$ cat src/rtl/tcpc_pkg.sv
// tcpc_pkg: shared widths, reset values, register and symbol codes, and the
// queue entry that carries a division job from the front to the back.
// no dependencies; imported by every module of the pulse classifier.
package tcpc_pkg;

   localparam int CNT_W   = 8;
   localparam int MS_W    = 24;
   localparam int SEC_W   = 6;
   localparam int REG_W   = 12;
   localparam int Q4_W    = 26;
   localparam int PROD_W  = MS_W + CNT_W;
   localparam int NUM_W   = PROD_W + 2;
   localparam int DEN_W   = 2 * CNT_W;
   localparam int ADDR_W  = 4;
   localparam int DATA_W  = 32;

   localparam int QUEUE_DEPTH_DEF = 4;

   localparam logic [REG_W-1:0] MIN_PULSE_RST = 12'd100;
   localparam logic [REG_W-1:0] ZERO_MAX_RST  = 12'd350;
   localparam logic [REG_W-1:0] ONE_MAX_RST   = 12'd650;

   typedef enum logic [1:0] {
      REG_MIN_PULSE = 2'd0,
      REG_ZERO_MAX  = 2'd1,
      REG_ONE_MAX   = 2'd2
   } reg_idx_type;

   typedef enum logic [1:0] {
      SYM_NONE = 2'd0,
      SYM_ZERO = 2'd1,
      SYM_ONE  = 2'd2,
      SYM_MARK = 2'd3
   } symbol_type;

   typedef struct packed {
      logic [REG_W-1:0] min_pulse_ms;
      logic [REG_W-1:0] zero_max_ms;
      logic [REG_W-1:0] one_max_ms;
   } cfg_type;

   // estimate in quarter ms is num / den
   typedef struct packed {
      logic [NUM_W-1:0] num;
      logic [DEN_W-1:0] den;
      logic [SEC_W-1:0] sec;
   } div_job_type;

endpackage

$ cat src/rtl/tcpc_front.sv
// tcpc_front: accepts one second of pulse evidence, works out the per-path
// spans and the products, and hands a num / den division job to the queue.
// depends on tcpc_pkg.
module tcpc_front import tcpc_pkg::*; (
   input  logic              clock,
   input  logic              reset,
   input  logic              req_valid,
   output logic              req_ready,
   input  logic [CNT_W-1:0]  req_time_count,
   input  logic [MS_W-1:0]   req_time_first,
   input  logic [MS_W-1:0]   req_time_last,
   input  logic [MS_W-1:0]   req_time_dur_total,
   input  logic [CNT_W-1:0]  req_freq_count,
   input  logic [MS_W-1:0]   req_freq_first,
   input  logic [MS_W-1:0]   req_freq_last,
   input  logic [MS_W-1:0]   req_freq_dur_total,
   input  logic [SEC_W-1:0]  req_second_of_minute,
   output logic              job_valid,
   input  logic              job_ready,
   output div_job_type       job
);

   typedef struct packed {
      logic              t_pos;
      logic              f_pos;
      logic              t_any;
      logic              f_any;
      logic [MS_W-1:0]   t_span;
      logic [MS_W-1:0]   f_span;
      logic [MS_W-1:0]   td;
      logic [MS_W-1:0]   fd;
      logic [CNT_W-1:0]  tc;
      logic [CNT_W-1:0]  fc;
      logic [PROD_W-1:0] p_tf;
      logic [PROD_W-1:0] p_ft;
      logic [DEN_W-1:0]  p_den;
      logic [SEC_W-1:0]  sec;
   } front_stage_type;

   front_stage_type stage_in, stage_ff;
   logic            stage_valid_in, stage_valid_ff;
   logic            stage_ready;
   logic [MS_W:0]   span_sum;
   logic [PROD_W:0] prod_sum;

   assign stage_ready = !stage_valid_ff || job_ready;
   assign req_ready   = stage_ready;

   always_comb begin
      stage_in.t_any = req_time_count != '0;
      stage_in.f_any = req_freq_count != '0;
      if (req_time_count >= CNT_W'(2)) begin
         stage_in.t_pos  = req_time_last > req_time_first;
         stage_in.t_span = req_time_last - req_time_first;
      end else begin
         stage_in.t_pos  = (req_time_count == CNT_W'(1)) && (req_time_dur_total != '0);
         stage_in.t_span = req_time_dur_total;
      end
      if (req_freq_count >= CNT_W'(2)) begin
         stage_in.f_pos  = req_freq_last > req_freq_first;
         stage_in.f_span = req_freq_last - req_freq_first;
      end else begin
         stage_in.f_pos  = (req_freq_count == CNT_W'(1)) && (req_freq_dur_total != '0);
         stage_in.f_span = req_freq_dur_total;
      end
      stage_in.td    = req_time_dur_total;
      stage_in.fd    = req_freq_dur_total;
      stage_in.tc    = req_time_count;
      stage_in.fc    = req_freq_count;
      stage_in.p_tf  = PROD_W'(req_time_dur_total) * PROD_W'(req_freq_count);
      stage_in.p_ft  = PROD_W'(req_freq_dur_total) * PROD_W'(req_time_count);
      stage_in.p_den = DEN_W'(req_time_count) * DEN_W'(req_freq_count);
      stage_in.sec   = req_second_of_minute;
   end

   assign stage_valid_in = stage_ready ? req_valid : stage_valid_ff;

   always_ff @(posedge clock) begin
      if (reset) begin
         stage_valid_ff <= 1'b0;
      end else begin
         stage_valid_ff <= stage_valid_in;
      end
   end

   always_ff @(posedge clock) begin
      if (req_valid && stage_ready) begin
         stage_ff <= stage_in;
      end
   end

   assign span_sum = {1'b0, stage_ff.t_span} + {1'b0, stage_ff.f_span};
   assign prod_sum = {1'b0, stage_ff.p_tf} + {1'b0, stage_ff.p_ft};

   // spans win over mean durations; den is one unless mean durations are used
   always_comb begin
      job.sec = stage_ff.sec;
      job.den = DEN_W'(1);
      if (stage_ff.t_pos && stage_ff.f_pos) begin
         job.num = NUM_W'({span_sum, 1'b0});
      end else if (stage_ff.t_pos) begin
         job.num = NUM_W'({stage_ff.t_span, 2'b00});
      end else if (stage_ff.f_pos) begin
         job.num = NUM_W'({stage_ff.f_span, 2'b00});
      end else if (stage_ff.t_any && stage_ff.f_any) begin
         job.num = NUM_W'({prod_sum, 1'b0});
         job.den = stage_ff.p_den;
      end else if (stage_ff.t_any) begin
         job.num = NUM_W'({stage_ff.td, 2'b00});
         job.den = DEN_W'(stage_ff.tc);
      end else if (stage_ff.f_any) begin
         job.num = NUM_W'({stage_ff.fd, 2'b00});
         job.den = DEN_W'(stage_ff.fc);
      end else begin
         job.num = '0;
      end
   end

   assign job_valid = stage_valid_ff;

endmodule

$ cat src/rtl/tcpc_fifo.sv
// tcpc_fifo: short queue of division jobs between the front and the back,
// so each side can stall on its own.
// depends on tcpc_pkg.
module tcpc_fifo import tcpc_pkg::*; #(
   parameter int DEPTH = QUEUE_DEPTH_DEF
) (
   input  logic        clock,
   input  logic        reset,
   input  logic        push_valid,
   output logic        push_ready,
   input  div_job_type push_data,
   output logic        pop_valid,
   input  logic        pop_ready,
   output div_job_type pop_data
);

   localparam int PTR_W  = (DEPTH > 1) ? $clog2(DEPTH) : 1;
   localparam int FILL_W = $clog2(DEPTH + 1);

   div_job_type       slot_ff [DEPTH];
   logic [PTR_W-1:0]  wr_ptr_in, wr_ptr_ff;
   logic [PTR_W-1:0]  rd_ptr_in, rd_ptr_ff;
   logic [FILL_W-1:0] fill_in, fill_ff;
   logic              push, pop;

   assign push_ready = fill_ff != FILL_W'(DEPTH);
   assign pop_valid  = fill_ff != '0;
   assign pop_data   = slot_ff[rd_ptr_ff];
   assign push       = push_valid && push_ready;
   assign pop        = pop_valid && pop_ready;

   always_comb begin
      wr_ptr_in = wr_ptr_ff;
      rd_ptr_in = rd_ptr_ff;
      fill_in   = fill_ff;
      if (push) begin
         wr_ptr_in = (wr_ptr_ff == PTR_W'(DEPTH - 1)) ? '0 : wr_ptr_ff + PTR_W'(1);
      end
      if (pop) begin
         rd_ptr_in = (rd_ptr_ff == PTR_W'(DEPTH - 1)) ? '0 : rd_ptr_ff + PTR_W'(1);
      end
      if (push && !pop) begin
         fill_in = fill_ff + FILL_W'(1);
      end else if (pop && !push) begin
         fill_in = fill_ff - FILL_W'(1);
      end
   end

   always_ff @(posedge clock) begin
      if (reset) begin
         wr_ptr_ff <= '0;
         rd_ptr_ff <= '0;
         fill_ff   <= '0;
      end else begin
         wr_ptr_ff <= wr_ptr_in;
         rd_ptr_ff <= rd_ptr_in;
         fill_ff   <= fill_in;
      end
   end

   always_ff @(posedge clock) begin
      if (push) begin
         slot_ff[wr_ptr_ff] <= push_data;
      end
   end

endmodule

$ cat src/rtl/tcpc_back.sv
// tcpc_back: pipelined restoring divider, one quotient bit per stage, then
// threshold classification into the result register.
// depends on tcpc_pkg.
module tcpc_back import tcpc_pkg::*; (
   input  logic              clock,
   input  logic              reset,
   input  logic              job_valid,
   output logic              job_ready,
   input  div_job_type       job,
   input  cfg_type           cfg,
   output logic              rsp_valid,
   input  logic              rsp_ready,
   output logic [Q4_W-1:0]   rsp_pulse_len_q4,
   output logic [1:0]        rsp_symbol
);

   localparam int STEPS = Q4_W;

   // lq holds the dividend bits still to come on top, quotient bits below
   typedef struct packed {
      logic [DEN_W-1:0] rem;
      logic [Q4_W-1:0]  lq;
      logic [DEN_W-1:0] den;
      logic [SEC_W-1:0] sec;
   } div_stage_type;

   div_stage_type    st_in [STEPS];
   div_stage_type    st_ff [STEPS];
   div_stage_type    start;
   div_stage_type    last_st;
   logic [STEPS-1:0] st_valid_in, st_valid_ff;
   logic             advance;
   logic             frac;
   symbol_type       sym;
   logic             rsp_valid_in, rsp_valid_ff;
   logic [Q4_W-1:0]  rsp_len_ff;
   symbol_type       rsp_sym_ff;

   function automatic div_stage_type div_step(div_stage_type s);
      logic [DEN_W:0] trial;
      div_stage_type  r;
      trial = {s.rem, s.lq[Q4_W-1]};
      r     = s;
      if (trial >= {1'b0, s.den}) begin
         r.rem = DEN_W'(trial - {1'b0, s.den});
         r.lq  = {s.lq[Q4_W-2:0], 1'b1};
      end else begin
         r.rem = trial[DEN_W-1:0];
         r.lq  = {s.lq[Q4_W-2:0], 1'b0};
      end
      return r;
   endfunction

   // exact estimate q4 + frac not above lim ms
   function automatic logic not_above(logic [Q4_W-1:0] q, logic f, logic [REG_W-1:0] lim);
      logic [Q4_W-1:0] l4;
      l4 = Q4_W'({lim, 2'b00});
      return (q < l4) || ((q == l4) && !f);
   endfunction

   function automatic logic is_marker_second(logic [SEC_W-1:0] s);
      logic hit;
      case (s) inside
         6'd0, 6'd9, 6'd19, 6'd29, 6'd39, 6'd49, 6'd59: hit = 1'b1;
         default: hit = 1'b0;
      endcase
      return hit;
   endfunction

   // the whole pipe moves together; it only holds while a result waits
   assign advance   = !rsp_valid_ff || rsp_ready;
   assign job_ready = advance;

   // quotient is always below 2^Q4_W, so the top dividend bits are below den
   always_comb begin
      start.rem = DEN_W'(job.num[NUM_W-1:Q4_W]);
      start.lq  = job.num[Q4_W-1:0];
      start.den = job.den;
      start.sec = job.sec;
   end

   always_comb begin
      st_in[0] = div_step(start);
      for (int k = 1; k < STEPS; k++) begin
         st_in[k] = div_step(st_ff[k-1]);
      end
   end

   assign st_valid_in = advance ? {st_valid_ff[STEPS-2:0], job_valid} : st_valid_ff;

   always_ff @(posedge clock) begin
      if (reset) begin
         st_valid_ff <= '0;
      end else begin
         st_valid_ff <= st_valid_in;
      end
   end

   always_ff @(posedge clock) begin
      if (advance) begin
         for (int k = 0; k < STEPS; k++) begin
            st_ff[k] <= st_in[k];
         end
      end
   end

   assign last_st = st_ff[STEPS-1];
   assign frac    = last_st.rem != '0;

   always_comb begin
      if (last_st.lq < Q4_W'({cfg.min_pulse_ms, 2'b00})) begin
         sym = SYM_NONE;
      end else if (not_above(last_st.lq, frac, cfg.zero_max_ms)) begin
         sym = SYM_ZERO;
      end else if (not_above(last_st.lq, frac, cfg.one_max_ms)) begin
         sym = SYM_ONE;
      end else if (is_marker_second(last_st.sec)) begin
         sym = SYM_MARK;
      end else begin
         sym = SYM_ONE;
      end
   end

   assign rsp_valid_in = advance ? st_valid_ff[STEPS-1] : rsp_valid_ff;

   always_ff @(posedge clock) begin
      if (reset) begin
         rsp_valid_ff <= 1'b0;
      end else begin
         rsp_valid_ff <= rsp_valid_in;
      end
   end

   // input widths keep the quotient inside Q4_W bits, so no clamp is needed
   always_ff @(posedge clock) begin
      if (advance) begin
         rsp_len_ff <= last_st.lq;
         rsp_sym_ff <= sym;
      end
   end

   assign rsp_valid        = rsp_valid_ff;
   assign rsp_pulse_len_q4 = rsp_len_ff;
   assign rsp_symbol       = rsp_sym_ff;

endmodule

$ cat src/rtl/time_code_pulse_classifier.sv
// time_code_pulse_classifier: top level with the threshold registers and
// the register port, joining the front, the job queue and the divider back.
// depends on tcpc_pkg, tcpc_front, tcpc_fifo and tcpc_back.

// Takes one item per clock and keeps that rate as long as results are taken;
// a result passes, in order, one front stage, a slot of the job queue,
// 26 divider stages (one quotient bit each) and the result register.
// The 26-stage restoring divider is the longest part of that path.
// Pulse length comes out in quarter milliseconds, truncated; the symbol is
// 0 none, 1 zero, 2 one, 3 position marker, and thresholds compare against
// the exact untruncated estimate. Thresholds sit at byte addresses 0, 4 and
// 8 (minimum pulse, zero maximum, one maximum, 12 bits each, in ms) and are
// to be written only while no item is in flight.
module time_code_pulse_classifier import tcpc_pkg::*; #(
   parameter int QUEUE_DEPTH = QUEUE_DEPTH_DEF
) (
   input  logic               clock,
   input  logic               reset,
   input  logic               req_valid,
   output logic               req_ready,
   input  logic [CNT_W-1:0]   req_time_count,
   input  logic [MS_W-1:0]    req_time_first,
   input  logic [MS_W-1:0]    req_time_last,
   input  logic [MS_W-1:0]    req_time_dur_total,
   input  logic [CNT_W-1:0]   req_freq_count,
   input  logic [MS_W-1:0]    req_freq_first,
   input  logic [MS_W-1:0]    req_freq_last,
   input  logic [MS_W-1:0]    req_freq_dur_total,
   input  logic [SEC_W-1:0]   req_second_of_minute,
   output logic               rsp_valid,
   input  logic               rsp_ready,
   output logic [Q4_W-1:0]    rsp_pulse_len_q4,
   output logic [1:0]         rsp_symbol,
   input  logic               psel,
   input  logic               penable,
   input  logic               pwrite,
   input  logic [ADDR_W-1:0]  paddr,
   input  logic [DATA_W-1:0]  pwdata,
   output logic [DATA_W-1:0]  prdata,
   output logic               pready
);

   cfg_type     cfg_in, cfg_ff;
   logic        cfg_wr;
   logic        q_push_valid, q_push_ready;
   logic        q_pop_valid, q_pop_ready;
   div_job_type q_tail, q_head;

   assign pready = 1'b1;
   assign cfg_wr = psel && penable && pwrite;

   always_comb begin
      cfg_in = cfg_ff;
      if (cfg_wr) begin
         case (paddr[3:2])
            REG_MIN_PULSE: cfg_in.min_pulse_ms = pwdata[REG_W-1:0];
            REG_ZERO_MAX:  cfg_in.zero_max_ms  = pwdata[REG_W-1:0];
            REG_ONE_MAX:   cfg_in.one_max_ms   = pwdata[REG_W-1:0];
            default:       cfg_in = cfg_ff;
         endcase
      end
   end

   always_ff @(posedge clock) begin
      if (reset) begin
         cfg_ff.min_pulse_ms <= MIN_PULSE_RST;
         cfg_ff.zero_max_ms  <= ZERO_MAX_RST;
         cfg_ff.one_max_ms   <= ONE_MAX_RST;
      end else begin
         cfg_ff <= cfg_in;
      end
   end

   always_comb begin
      case (paddr[3:2])
         REG_MIN_PULSE: prdata = DATA_W'(cfg_ff.min_pulse_ms);
         REG_ZERO_MAX:  prdata = DATA_W'(cfg_ff.zero_max_ms);
         REG_ONE_MAX:   prdata = DATA_W'(cfg_ff.one_max_ms);
         default:       prdata = '0;
      endcase
   end

   tcpc_front u_front (
      .clock                (clock),
      .reset                (reset),
      .req_valid            (req_valid),
      .req_ready            (req_ready),
      .req_time_count       (req_time_count),
      .req_time_first       (req_time_first),
      .req_time_last        (req_time_last),
      .req_time_dur_total   (req_time_dur_total),
      .req_freq_count       (req_freq_count),
      .req_freq_first       (req_freq_first),
      .req_freq_last        (req_freq_last),
      .req_freq_dur_total   (req_freq_dur_total),
      .req_second_of_minute (req_second_of_minute),
      .job_valid            (q_push_valid),
      .job_ready            (q_push_ready),
      .job                  (q_tail)
   );

   tcpc_fifo #(
      .DEPTH (QUEUE_DEPTH)
   ) u_fifo (
      .clock      (clock),
      .reset      (reset),
      .push_valid (q_push_valid),
      .push_ready (q_push_ready),
      .push_data  (q_tail),
      .pop_valid  (q_pop_valid),
      .pop_ready  (q_pop_ready),
      .pop_data   (q_head)
   );

   tcpc_back u_back (
      .clock            (clock),
      .reset            (reset),
      .job_valid        (q_pop_valid),
      .job_ready        (q_pop_ready),
      .job              (q_head),
      .cfg              (cfg_ff),
      .rsp_valid        (rsp_valid),
      .rsp_ready        (rsp_ready),
      .rsp_pulse_len_q4 (rsp_pulse_len_q4),
      .rsp_symbol       (rsp_symbol)
   );

   // a job leaving the queue never divides by zero
   a_den_nonzero: assert property (@(posedge clock) disable iff (reset)
      (q_pop_valid && q_pop_ready) |-> (q_head.den != '0))
      else $error("division job with zero divisor");

   a_mark_long: assert property (@(posedge clock) disable iff (reset)
      (rsp_valid && rsp_symbol == SYM_MARK) |->
      (rsp_pulse_len_q4 >= Q4_W'({cfg_ff.one_max_ms, 2'b00})))
      else $error("marker given for a pulse within the one range");

   a_none_short: assert property (@(posedge clock) disable iff (reset)
      (rsp_valid && rsp_symbol == SYM_NONE) |->
      (rsp_pulse_len_q4 < Q4_W'({cfg_ff.min_pulse_ms, 2'b00})))
      else $error("no symbol given for a pulse at or above the minimum");

   a_cfg_write: assert property (@(posedge clock) disable iff (reset)
      (cfg_wr && paddr[3:2] == REG_MIN_PULSE) |=>
      (cfg_ff.min_pulse_ms == $past(pwdata[REG_W-1:0])))
      else $error("minimum pulse register not updated by write");

endmodule
$ cat config.mk
export PLATFORM = sky130hd
export DESIGN_NAME = time_code_pulse_classifier
export DESIGN_NICKNAME = d
export VERILOG_FILES = /design/src/rtl/tcpc_pkg.sv /design/src/rtl/tcpc_front.sv /design/src/rtl/tcpc_fifo.sv /design/src/rtl/tcpc_back.sv /design/src/rtl/time_code_pulse_classifier.sv
export SDC_FILE = /design/constraint.sdc
export NUM_CORES = 2
export LEC_CHECK = 0
export ABC_AREA = 1
export BUFFER_PORTS_ARGS = -buffer_cell sky130_fd_sc_hd__buf_2
export CORE_UTILIZATION = 45
export CTS_CLUSTER_SIZE = 25
export DETAILED_ROUTE_END_ITERATION = 12
export GPL_TIMING_DRIVEN = 0
export PLACE_DENSITY_LB_ADDON = 0.2
export SETUP_SLACK_MARGIN = 0.15
export SLEW_MARGIN = 25
export SYNTH_ARGS = -nofsm -noshare
export SYNTH_HDL_FRONTEND = slang
export SYNTH_SLANG_ARGS = --single-unit
export TNS_END_PERCENT = 50
$ cat constraint.sdc
create_clock -name clock -period 72.1 [get_ports clock]
set_clock_uncertainty 0.2 [all_clocks]
set_input_delay 0 -clock clock [delete_from_list [all_inputs] [get_ports clock]]
set_output_delay 0 -clock clock [all_outputs]
set_load 0.02 [all_outputs]
==> qor.tcl <==
set qor(synth-seq-area-share_pct) 53.9
set qor(drt_drc_violations_left) 0
set qor(area.sequential_sq_mm) 0.0637
set qor(min_path_type) {primary input to register}
set qor(yosysWarnings) 0
set qor(crit_path_max_fanout) 10
set qor(multi_input_comb_area_sq_mm) 0.0462
set qor(cts_root_buffer) {clkbuf_16}
set qor(core_sq_mm) 0.260
set qor(vias_in_the_first_global_route) 84260
set qor(grt_start_max_net_pins) 80
set qor(power-per-cell-area_mw_per_mm2) 51.4
set qor(ant_nets) 0
set qor(post_synth_inst_count) 11834
set qor(die_height_microns) 515
set qor(synthArstFlopShare_pct) 0
set qor(min_period_over_period_pct) 7.60
set qor(setup.worst_path.start_class) {primary input}
set qor(worstSkewPairLatency_ps) 930
set qor(cap_violations) 0
set qor(setup-violations-final) 0
set qor(tritoncts) {done}
set qor(clockPowerShare_pct) 16.9
set qor(unrepaired_setup_endpoints_after_global_routing) {false}
set qor(numClockSinks) 2146
set qor(syn-mean-instance-area_sq_um) 10.0
set qor(synth.largest_area_cell) {edfxtp_1}
set qor(dr.first_iter.drc_count) 6434
set qor(grt-ovfl-total) 0
set qor(max_freq_mhz) 183
set qor(die-area_sq_mm) 0.265
set qor(place.detailed.instances) 15628
set qor(timing.critical_path.arrival_ps) 5880
set qor(lkg_pwr_nw) 63.6
set qor(yosys_register_bits) 2146
set qor(power.switching_fraction_pct) 42.7
set qor(grt_pass1_wl_mm) 491
set qor(final_core_util_pct) 52.4
set qor(number_of_inserted_filler_cells_in_the_final_layout) 23212
set qor(post-layout-total-power_mw) 7.01
set qor(place.detailed.hpwl_mm) 246
set qor(finalNetCount) 13960
set qor(antenna_violations_before_repair) 15
set qor(power_frac_comb_pct) 48.3
set qor(avgViaCountPerCell) 5.16
set qor(final_replace_weighted_congestion) 1.00
set qor(postSynth.topFlopCell) {edfxtp_1}
set qor(p_int_mw) 4.02
set qor(hold_ws_ps) 79.7
set qor(tightestPinTransition_ps) 1190
set qor(synth_area_sq_mm) 0.118
set qor(power.ir.vdd_worst_uv) 25.8
set qor(ctsLongestPathBuffers) 4
set qor(detail_route.wl_per_cell_microns) 19.5
set qor(yosys.area.top_type_share_pct) 52.6
set qor(pin_count) 272
set qor(layout-area-overhead-vs-synth_pct) 15.3
set qor(floorplan.initialDensity_pct) 45.4
set qor(setup.worst_path.class) {primary input to register}
set qor(fp-row-count) 187
set qor(clk_pin_slew_worst_paths_ps) 60
set qor(cts-buffers-inserted) 229
set qor(routed-via-count) 84774
set qor(wl_final_mm) 321
set qor(numPortBuffers) 228
set qor(finalWorstPathRequiredPeriod_ps) 5480
set qor(synthTopCellsByArea) {edfxtp_1 53%, nand2_1 9.1%, ha_1 7.3%}
set qor(report.final.hold_viol_count) 0
set qor(synth.distinct_cells) 59
set qor(status) {complete, no violations}
set qor(slew_headroom_pct) 20.8
set qor(grt_util_all_layers_pct) 24.0
set qor(total_switching_power_mw) 3.00
set qor(fin_tns_setup_ps) 0
set qor(synth_enable_flop_cells) 2073
set qor(share_of_layout_cells_above_drive_strength_1_pct) 6.27
set qor(drt_first_pass_iters) 7
set qor(fin_cells) 16428
set qor(dieWidth_microns) 515
set qor(cts.htree.levels) 4
set qor(p_seq_share_pct) 34.8
set qor(maxSlewViolCount) 0
set qor(worstSetupEndpointType) {register}
set qor(critPathRequiredTime_ps) 72500
## registers in the layout, indices dropped and copies added, names as in the netlist, named ones only
name	cells
u_front.job_valid	1
u_fifo.slot_ff	220
u_back.rsp_symbol	2
u_fifo.wr_ptr_ff	2
cfg_ff	36
u_front.job	6
u_back.st_ff	1623
u_fifo.fill_ff	3
u_back.st_valid_ff	26
u_fifo.rd_ptr_ff	2
u_front.stage_ff	196
u_back.rsp_valid	1
u_back.rsp_pulse_len_q4	26
## critical path, stage by stage
cell,delay [ps]
dlygate4sd3_1,540
buf_2,140
clkbuf_1,430
clkbuf_1,600
nand2_1,110
inv_1,120
fa_1,440
fa_1,530
fa_1,550
inv_1,60
fa_1,540
inv_1,50
ha_1,430
nand2_1,110
inv_1,80
nand3_1,80
nor2_1,190
nand4_1,120
nand3_1,180
a21oi_1,110
xnor2_1,430
## power by group through the flow
| stage | registers (mW) | logic [mW] | clock network (mW) |
|---|---|---|---|
| floorplan | 2.29 | 2.45 | 0 |
| global placement | 2.46 | 3.31 | 0 |
| detailed placement | 2.47 | 3.33 | 0 |
| CTS | 2.45 | 3.38 | 1.22 |
| global route | 2.49 | 3.83 | 1.26 |
| finish | 2.44 | 3.39 | 1.19 |
## cell families after synthesis
logic type               Yosys count  share of synthesized area, %
AO/OA/AOI/OAI                   1414                          6.80
XOR/XNOR                         406                          3.01
adder cells (fa/ha/maj)         1025                          12.9
buffers and inverters           2217                          7.18
flip-flops                      2146                          53.9
other                              2                       0.00635
AND/OR/NAND/NOR                 4624                          16.2
## per-stage QoR
step / setup WS [ps] / cell area [sq um]
floorplan: 24140 / 118000
global placement: 7720 / 124000
detailed placement: 66220 / 125000
CTS: 66610 / 136000
global route: 66400 / 136000
finish: 66620 / 136000
## synthesized netlist by cell type, types with 102 or more instances
master    instances
a21oi_1         609
xnor2_1         171
nand4_1         102
o21ai_1         103
nand3_1         773
nor2_1          656
xor2_1          235
nand2_1        2875
clkbuf_1        188
inv_1          1908
o21ai_0         342
edfxtp_1       2073
ha_1            694
fa_1            331
## repair_timing
action                                 CTS  global route
gates resized for setup                  0             0
setup endpoints to repair                0             0
hold buffers                           363             0
buffers inserted                         0             0
endpoints found under the hold margin  210             0
## worst paths after layout
check                           cells past startpoint                  from               endpoint  slack [ps]
worst max-delay path                               21     req_time_count[7]   u_front.stage_ff[46]       66620
worst min-delay path                                5      req_time_last[0]  u_front.stage_ff[174]          80
worst max register to register                     16              register    u_back.st_ff[0][22]       66970
worst min register to register                      0  u_back.st_ff[0][163]   u_back.st_ff[0][228]         140
## metal layers
| layer | up-vias | share of wire [%] | global-route usage [%] |
|---|---|---|---|
| met2 | 2443 | 47 | 40.4 |
| met4 | 2 | 4.4 | 10.2 |
| met5 | - | 0.0034 | 0 |
| met1 | 40565 | 43 | 31.4 |
| met3 | 608 | 4.8 | 2.51 |
| li1 | 41156 | - | - |
## layout make-up
cell class                      instances  area share [%]
Clock inverter                        164            1.27
Clock buffer                          261            4.30
Sequential cell                      2146            46.7
Inverter                             1919            5.29
Timing Repair Buffer                  642            4.38
Antenna cell                           12          0.0220
Buffer                                298           0.950
Tap cell                             3496            3.21
Multi-Input combinational cell       7490            33.9
## placed cells by master, fill, tap and decap left out, types with 274 or more instances in the layout
cell type / count
fa_1: 331
a21oi_1: 609
edfxtp_1: 2073
ha_1: 694
buf_2: 274
inv_1: 1907
nand3_1: 773
nand2_1: 2875
o21ai_0: 342
nor2_1: 651
dlygate4sd3_1: 363
Note: power is estimated with default switching activity, not from simulation.
